===== src/rtl/core/b64sd_pkg.sv =====
package b64sd_pkg;

    // Result queue sizing
    localparam int FIFO_DEPTH = 8;
    localparam int FIFO_AW    = $clog2(FIFO_DEPTH);
    localparam int COUNT_W    = $clog2(FIFO_DEPTH + 1);

    // End-of-stream status codes
    localparam logic [1:0] STATUS_OK      = 2'd0;
    localparam logic [1:0] STATUS_EMPTY   = 2'd1;
    localparam logic [1:0] STATUS_BAD_PAD = 2'd2;

    // Stream data widths in bits
    localparam int IN_TDATA_W  = 8;
    localparam int OUT_TDATA_W = 16;

    typedef enum logic [1:0] {
        KIND_SKIP = 2'd0,
        KIND_DATA = 2'd1,
        KIND_PAD  = 2'd2
    } sym_kind_t;

    typedef struct packed {
        sym_kind_t  kind;
        logic [5:0] sextet;
    } sym_class_t;

    typedef struct packed {
        logic [1:0] status;
        logic       last;
        logic       byte_valid;
        logic [7:0] out_byte;
    } result_t;

    // Map one character onto its sextet value and kind
    function automatic sym_class_t classify(input logic [7:0] c);
        sym_class_t r;
        r.kind   = KIND_SKIP;
        r.sextet = 6'd0;
        if (c >= 8'h41 && c <= 8'h5A)
        begin
            r.kind   = KIND_DATA;
            r.sextet = 6'(c - 8'h41);
        end
        else if (c >= 8'h61 && c <= 8'h7A)
        begin
            r.kind   = KIND_DATA;
            r.sextet = 6'(c - 8'h61 + 8'd26);
        end
        else if (c >= 8'h30 && c <= 8'h39)
        begin
            r.kind   = KIND_DATA;
            r.sextet = 6'(c - 8'h30 + 8'd52);
        end
        else if (c == 8'h2B)
        begin
            r.kind   = KIND_DATA;
            r.sextet = 6'd62;
        end
        else if (c == 8'h2F)
        begin
            r.kind   = KIND_DATA;
            r.sextet = 6'd63;
        end
        else if (c == 8'h3D)
        begin
            r.kind = KIND_PAD;
        end
        return r;
    endfunction

endpackage


===== src/rtl/core/base64_stream_decoder.sv =====
// Each item is registered, decoded, and its results are written into an 8-entry queue.
// Items enter one per cycle while s_tready is high; results leave one per cycle on m_tready.
// s_tready drops while the queue might lack room for the held item's results and three more.
// Reset (rst_n low, asynchronous) empties the queue and clears all group and stream state.
module base64_stream_decoder (
    input  logic                              clk,
    input  logic                              rst_n,
    input  logic                              s_tvalid,
    output logic                              s_tready,
    input  logic [b64sd_pkg::IN_TDATA_W-1:0]  s_tdata,   // [7:0] symbol
    input  logic                              s_tlast,   // end_of_text
    output logic                              m_tvalid,
    input  logic                              m_tready,
    output logic [b64sd_pkg::OUT_TDATA_W-1:0] m_tdata,   // [7:0] out_byte, [9:8] status
    output logic                              m_tuser,   // byte_valid
    output logic                              m_tlast    // last
);
    import b64sd_pkg::*;

    // Input stage
    logic                   in_valid_reg, in_valid_next;
    logic [7:0]             in_sym_reg;
    logic                   in_eot_reg;

    // Decoder state
    logic [5:0]             sextet_reg [3];
    logic [5:0]             sextet_next [3];
    logic [1:0]             fill_reg, fill_next;
    logic [2:0]             pad_reg, pad_next;
    logic                   any_reg, any_next;
    logic                   fin_reg, fin_next;
    logic                   err_reg, err_next;

    // Result queue
    result_t                fifo_mem [FIFO_DEPTH];
    logic [FIFO_AW-1:0]     wr_ptr_reg, wr_ptr_next;
    logic [FIFO_AW-1:0]     rd_ptr_reg, rd_ptr_next;
    logic [COUNT_W-1:0]     count_reg, count_next;

    // Combinational decode
    sym_class_t             cls;
    logic                   kept;
    logic                   eot;
    logic                   close;
    logic [5:0]             sx [4];
    logic [2:0]             p;
    logic [1:0]             cnt;
    logic [1:0]             push_cnt;
    logic [1:0]             status;
    result_t                ent [3];
    logic [7:0]             bytes [3];
    logic                   pop;
    result_t                head;

    // Accept while the queue can absorb the held item's results and the new one
    assign s_tready = (count_reg + COUNT_W'(push_cnt)) <= COUNT_W'(FIFO_DEPTH - 3);
    assign in_valid_next = s_tvalid && s_tready;

    // Load the input register
    always_ff @(posedge clk)
    begin
        if (s_tvalid && s_tready)
        begin
            in_sym_reg <= s_tdata[7:0];
            in_eot_reg <= s_tlast;
        end
    end

    // Decode one item into up to three results
    always_comb
    begin
        cls  = classify(in_sym_reg);
        kept = in_valid_reg && !fin_reg && (cls.kind != KIND_SKIP);
        eot  = in_valid_reg && in_eot_reg;

        sextet_next = sextet_reg;
        fill_next   = fill_reg;
        pad_next    = pad_reg;
        any_next    = any_reg | kept;
        fin_next    = fin_reg;
        err_next    = err_reg;
        close       = 1'b0;
        p           = 3'd0;
        cnt         = 2'd0;
        for (int i = 0; i < 4; i++)
        begin
            sx[i] = 6'd0;
        end

        // Add the kept symbol to the open group, closing it on the fourth
        if (kept)
        begin
            pad_next = pad_reg + {2'b00, cls.kind == KIND_PAD};
            if (fill_reg != 2'd3)
            begin
                for (int i = 0; i < 3; i++)
                begin
                    if (fill_reg == 2'(i))
                    begin
                        sextet_next[i] = cls.sextet;
                    end
                end
                fill_next = fill_reg + 2'd1;
            end
            else
            begin
                close     = 1'b1;
                fill_next = 2'd0;
                sx[0]     = sextet_reg[0];
                sx[1]     = sextet_reg[1];
                sx[2]     = sextet_reg[2];
                sx[3]     = cls.sextet;
                p         = pad_next;
            end
        end

        // Fill an unfinished group with pads at end of text
        if (eot && !fin_reg && fill_next != 2'd0)
        begin
            close = 1'b1;
            for (int i = 0; i < 3; i++)
            begin
                sx[i] = (2'(i) < fill_next) ? sextet_next[i] : 6'd0;
            end
            p = pad_next + (3'd4 - {1'b0, fill_next});
        end

        // Close the group: count bytes and flag bad padding
        if (close)
        begin
            fill_next = 2'd0;
            pad_next  = 3'd0;
            if (p >= 3'd3)
            begin
                err_next = 1'b1;
                fin_next = 1'b1;
            end
            else
            begin
                cnt = 2'(3'd3 - p);
                if (p != 3'd0)
                begin
                    fin_next = 1'b1;
                end
            end
        end

        bytes[0] = {sx[0], sx[1][5:4]};
        bytes[1] = {sx[1][3:0], sx[2][5:2]};
        bytes[2] = {sx[2][1:0], sx[3]};

        if (!any_next)
        begin
            status = STATUS_EMPTY;
        end
        else if (err_next)
        begin
            status = STATUS_BAD_PAD;
        end
        else
        begin
            status = STATUS_OK;
        end

        for (int k = 0; k < 3; k++)
        begin
            ent[k].out_byte   = bytes[k];
            ent[k].byte_valid = 1'b1;
            ent[k].last       = 1'b0;
            ent[k].status     = STATUS_OK;
        end
        push_cnt = cnt;

        // Mark the final result, or send a bare end marker
        if (eot)
        begin
            if (cnt == 2'd0)
            begin
                ent[0].out_byte   = 8'd0;
                ent[0].byte_valid = 1'b0;
                ent[0].last       = 1'b1;
                ent[0].status     = status;
                push_cnt          = 2'd1;
            end
            else
            begin
                ent[cnt - 2'd1].last   = 1'b1;
                ent[cnt - 2'd1].status = status;
            end

            // Return to reset state for the next stream
            for (int i = 0; i < 3; i++)
            begin
                sextet_next[i] = 6'd0;
            end
            fill_next = 2'd0;
            pad_next  = 3'd0;
            any_next  = 1'b0;
            fin_next  = 1'b0;
            err_next  = 1'b0;
        end
    end

    // Queue pointers and fill level
    assign pop         = m_tvalid && m_tready;
    assign wr_ptr_next = wr_ptr_reg + FIFO_AW'(push_cnt);
    assign rd_ptr_next = rd_ptr_reg + FIFO_AW'(pop);
    assign count_next  = count_reg + COUNT_W'(push_cnt) - COUNT_W'(pop);

    // Write results into the queue
    always_ff @(posedge clk)
    begin
        for (int k = 0; k < 3; k++)
        begin
            if (2'(k) < push_cnt)
            begin
                fifo_mem[wr_ptr_reg + FIFO_AW'(k)] <= ent[k];
            end
        end
    end

    // Advance control and state registers
    always_ff @(posedge clk or negedge rst_n)
    begin
        if (!rst_n)
        begin
            in_valid_reg <= 1'b0;
            for (int i = 0; i < 3; i++)
            begin
                sextet_reg[i] <= 6'd0;
            end
            fill_reg   <= 2'd0;
            pad_reg    <= 3'd0;
            any_reg    <= 1'b0;
            fin_reg    <= 1'b0;
            err_reg    <= 1'b0;
            wr_ptr_reg <= '0;
            rd_ptr_reg <= '0;
            count_reg  <= '0;
        end
        else
        begin
            in_valid_reg <= in_valid_next;
            sextet_reg   <= sextet_next;
            fill_reg     <= fill_next;
            pad_reg      <= pad_next;
            any_reg      <= any_next;
            fin_reg      <= fin_next;
            err_reg      <= err_next;
            wr_ptr_reg   <= wr_ptr_next;
            rd_ptr_reg   <= rd_ptr_next;
            count_reg    <= count_next;
        end
    end

    // Present the queue head
    assign head     = fifo_mem[rd_ptr_reg];
    assign m_tvalid = (count_reg != '0);
    assign m_tdata  = {6'd0, head.status, head.out_byte};
    assign m_tuser  = head.byte_valid;
    assign m_tlast  = head.last;

endmodule


===== config.mk =====
export PLATFORM = sky130hd
export DESIGN_NAME = base64_stream_decoder
export DESIGN_NICKNAME = d
export VERILOG_FILES = /design/src/rtl/core/b64sd_pkg.sv /design/src/rtl/core/base64_stream_decoder.sv
export SDC_FILE = /design/constraint.sdc
export NUM_CORES = 1
export LEC_CHECK = 0
export BUFFER_PORTS_ARGS = -buffer_cell sky130_fd_sc_hd__buf_4
export CAP_MARGIN = 0
export CORE_ASPECT_RATIO = 0.9
export CORE_MARGIN = 2
export CORE_UTILIZATION = 60
export DETAILED_ROUTE_END_ITERATION = 6
export PLACE_DENSITY = 0.86
export SLEW_MARGIN = 0
export SYNTH_ARGS = -nofsm -noshare
export SYNTH_HDL_FRONTEND = slang
export SYNTH_SLANG_ARGS = --single-unit

===== constraint.sdc =====
create_clock -name clk -period 15.56 [get_ports clk]
set_input_delay 1.556 -clock clk [delete_from_list [all_inputs] [get_ports clk]]
set_output_delay 1.556 -clock clk [all_outputs]
set_load 0.1 [all_outputs]

==> qor.csv <==
stage,metric,value,unit
status,status,finished clean,
sta,highest clock rate,121,MHz
synthesis,gate count after technology mapping,872,
floorplanning,Starting Density,61.1,%
synthesis,fraction of registers with async set/reset,26.1,%
clock_network,CTS Sinks,142,
clock_network,CTS Buf Count,17,
final_layout,max reg flops,96,
pwr,Pwr Total,1.73,mW
placement,Placed Area,9280,sq um
floorplanning,Die Height,120,microns
routing,Final ANT Viol Nets,0,
sta,Slew @ Worst Pin,1360,ps
floorplanning,Cell Rows,42,
global_routing,antenna violations before repair,0,
clock_network,CTS max path bufs,2,
synthesis,Synth Area in Compound Gates,17.7,%
synthesis,Adder-Cell Fraction of Synth Area,3.94,%
hold_path,min-delay src,err_reg,
pwr,leakage power,3.55,nW
sta,Setup Skew,9.87,ps
floorplanning,die area,15900,sq um
hold_path,Hold Path Class,reg -> reg,
final_layout,final net count,925,
synthesis,Main synth FF type,edfxtp_1,
synthesis,top-area cell type share of the netlist area,35.2,%
sta,Total Neg Setup Slack,0,ps
placement,port bufs,26,
global_routing,vias in the first global route,6933,
synthesis,Synth Register Bits,142,
synthesis,mux cell area share after synthesis,10.4,%
final_layout,final core occ,67.5,%
setup_path,"Max FO, Critical Path",30,
setup_path,Crit. End Element,output pin,
synthesis,top post-synthesis cells by area,"edfxtp_1 35%, dfrtp_1 10%, mux4_2 6.0%, nand2_1 3.7%, o21ai_0 3.6%",
clock_network,H-Tree Depth,4,
sta,min Tclk post-route,8260,ps
final_layout,Storage cell area,4080,sq um
sta,Slew Limit Fails,0,
synthesis,mapped cell area,8960,sq um
synthesis,Yosys top cell by area,edfxtp_1,
routing,First-pass DRT Iterations,6,
synthesis,xor/xnor share of the synthesized area,1.56,%
clock_network,later-pin clock latency in the skew report,430,ps
synthesis,syn_area_per_cell,10.3,sq um
synthesis,largest family of logic cells by synthesized area,compound AO/OA/AOI/OAI gates,
global_routing,first-pass GRT wire length,38600,microns
sta,Setup-failing EPs final,0,
clock_network,clock slew seen by the registers of the worst setup and hold paths,60,ps
sta,fin crit share,53.1,%
final_layout,diode count,0,
setup_path,Startpoint Class,flip-flop,
final_layout,number of fill cells,1086,
synthesis,simple-gate share of the synthesized area,16.6,%
routing,DR vias/cell,6.71,
routing,DR WL/cell,22.4,microns
setup_path,FF-to-FF Start,in_sym_reg[2],
pwr,Power per Cell Area,175,nW/um^2
floorplanning,Ports,33,
routing,# DRC,0,
flow_run,Max Cap Viol,0,
setup_path,Worst EP required,14000,ps
final_layout,layout cells sized above 1,15.3,%
global_routing,global route overflow,0,
global_routing,GRT Total Usage,31.9,%
setup_path,crit path from,in_sym_reg[2],
routing,DRT iter0 DRCs,1169,
synthesis,sequential fraction of the synthesis area,45.5,%
floorplanning,Die Span X,133,microns
pwr,Worst IR Drop VDD,0.153,mV
clock_network,CTS tree,done,
sta,worst relative slew slack,8.62,%
final_layout,multi-input logic area,4530,sq um
clock_network,post-CTS setup buffer count,0,
final_layout,area grow syn2layout,10.5,%
sta,RSZ-0062 raised after global routing,false,
setup_path,crit path kind,reg -> out,
setup_path,CP arrival,6700,ps
clock_network,post-CTS sizing,0,
placement,RePlAce Congestion,0.997,
global_routing,largest net degree at the start of global routing,38,
routing,final wirelength,24600,microns
synthesis,Netlist cell types,76,
synthesis,"EDFF count, synth",105,
placement,HPWL after detailed placement,17400,microns
clock_network,Post-CTS Hold Buffers,0,
routing,via count,7352,
sta,WHS,487,ps
final_layout,post-route cell area,9900,sq um
sta,endpoints failing hold,0,
floorplanning,Core ar.,14700,sq um
clock_network,root buffer cell,clkbuf_16,
synthesis,Syn. warnings,0,
==> power breakdown <==
part	switching (mW)	leakage [nW]	total (mW)	internal [mW]
Sequential	0.0804	1.43	0.565	0.485
Combinational	0.508	1.82	0.734	0.227
Clock	0.161	0.301	0.430	0.269
==> path summary, 6_finish.rpt <==
check,slack [ps],to,depth (start not counted)
min reg2reg,490,err_reg,1
min in group asynchronous,1080,rd_ptr_reg[2],1
max in group asynchronous,14120,sextet_reg[17],1
max reg2reg,8720,fifo_mem[3][3],17
min,490,err_reg,1
max,7300,s_tready,22
==> cell families (layout without fill, tap and decap cells) <==
group                      after synthesis  after routing
and+or+nand+nor                        306            306
AOI/OAI and AO/OA                      237            237
DFF                                    142            142
buffers and inverters                   82            103
muxes                                   61             61
adders and majority gates               27             27
xor gates and xnor gates                16             16
other                                    1              6
==> metrics by stage <==
step,instances,setup WS (ps)
global route,1096,6920
finish,1096,7300
CTS,1096,7380
global placement,1064,8120
detailed placement,1064,7860
floorplan,877,8130
==> worst max-delay path: stages (launching register included) <==
cell	delay, ps
edfxtp_1	500
inv_1	140
ha_1	320
a21oi_1	340
nand2b_1	240
o21ai_2	170
a21oi_1	820
mux2_2	430
ha_1	280
ha_1	210
xor2_1	150
xnor2_1	200
o211ai_1	270
nand2_1	210
o21bai_2	80
buf_4	240
o221ai_1	290
ha_1	230
inv_1	60
fa_1	370
xor2_1	270
o21a_1	170
buf_4	290
==> routing by layer <==
| layer | global-route usage (%) | up-vias | part of all wire (%) |
|---|---|---|---|
| li1 | - | 3305 | - |
| met5 | 0 | - | 0 |
| met2 | 50.5 | 447 | 47 |
| met1 | 43.3 | 3514 | 40 |
| met3 | 6.84 | 86 | 9.1 |
| met4 | 13.1 | 0 | 4.0 |
==> cells in the mapped netlist, types with 7 or more instances <==
cell      number
a21oi_1       37
o31ai_1        8
and3_1         8
o21ai_0       65
nand2_1       89
a22oi_1        9
a211oi_1      13
a221o_1        9
nor2b_1       10
buf_2          9
edfxtp_1     105
o21ai_2        7
o22ai_1        9
mux4_2        24
nor3_1        26
xor2_1         8
clkbuf_1      23
mux2_2        14
buf_4         10
o211ai_1      33
inv_1         29
and2_1        24
nand2b_1       7
mux2i_1       23
ha_1          25
nor2_1        77
dfrtp_1       37
xnor2_1        8
nand3_1       32
==> layout by cell type (no fill, tap or decap), types with 10 or more instances in the layout <==
cell type / n
buf_4: 41
a21oi_1: 37
o21ai_0: 54
nand2_1: 89
mux2i_1: 23
mux4_2: 24
edfxtp_1: 105
dfrtp_1: 37
and2_1: 24
clkbuf_16: 17
nor2_1: 77
nor3_1: 26
ha_1: 25
o211ai_1: 33
o21ai_1: 15
a211oi_1: 13
mux2_2: 14
inv_1: 29
nor2b_1: 10
nand3_1: 32
==> area by class of cell <==
| class | count | area share, % |
|---|---|---|
| clock buffers | 19 | 4.37 |
| clock inverters | 13 | 1.90 |
| inverters | 30 | 1.14 |
| multi-input cells | 653 | 45.8 |
| flip-flops and latches | 142 | 41.2 |
| well taps | 198 | 2.50 |
| repair buffers | 41 | 3.11 |
Note: power is estimated with default switching activity, not from simulation.
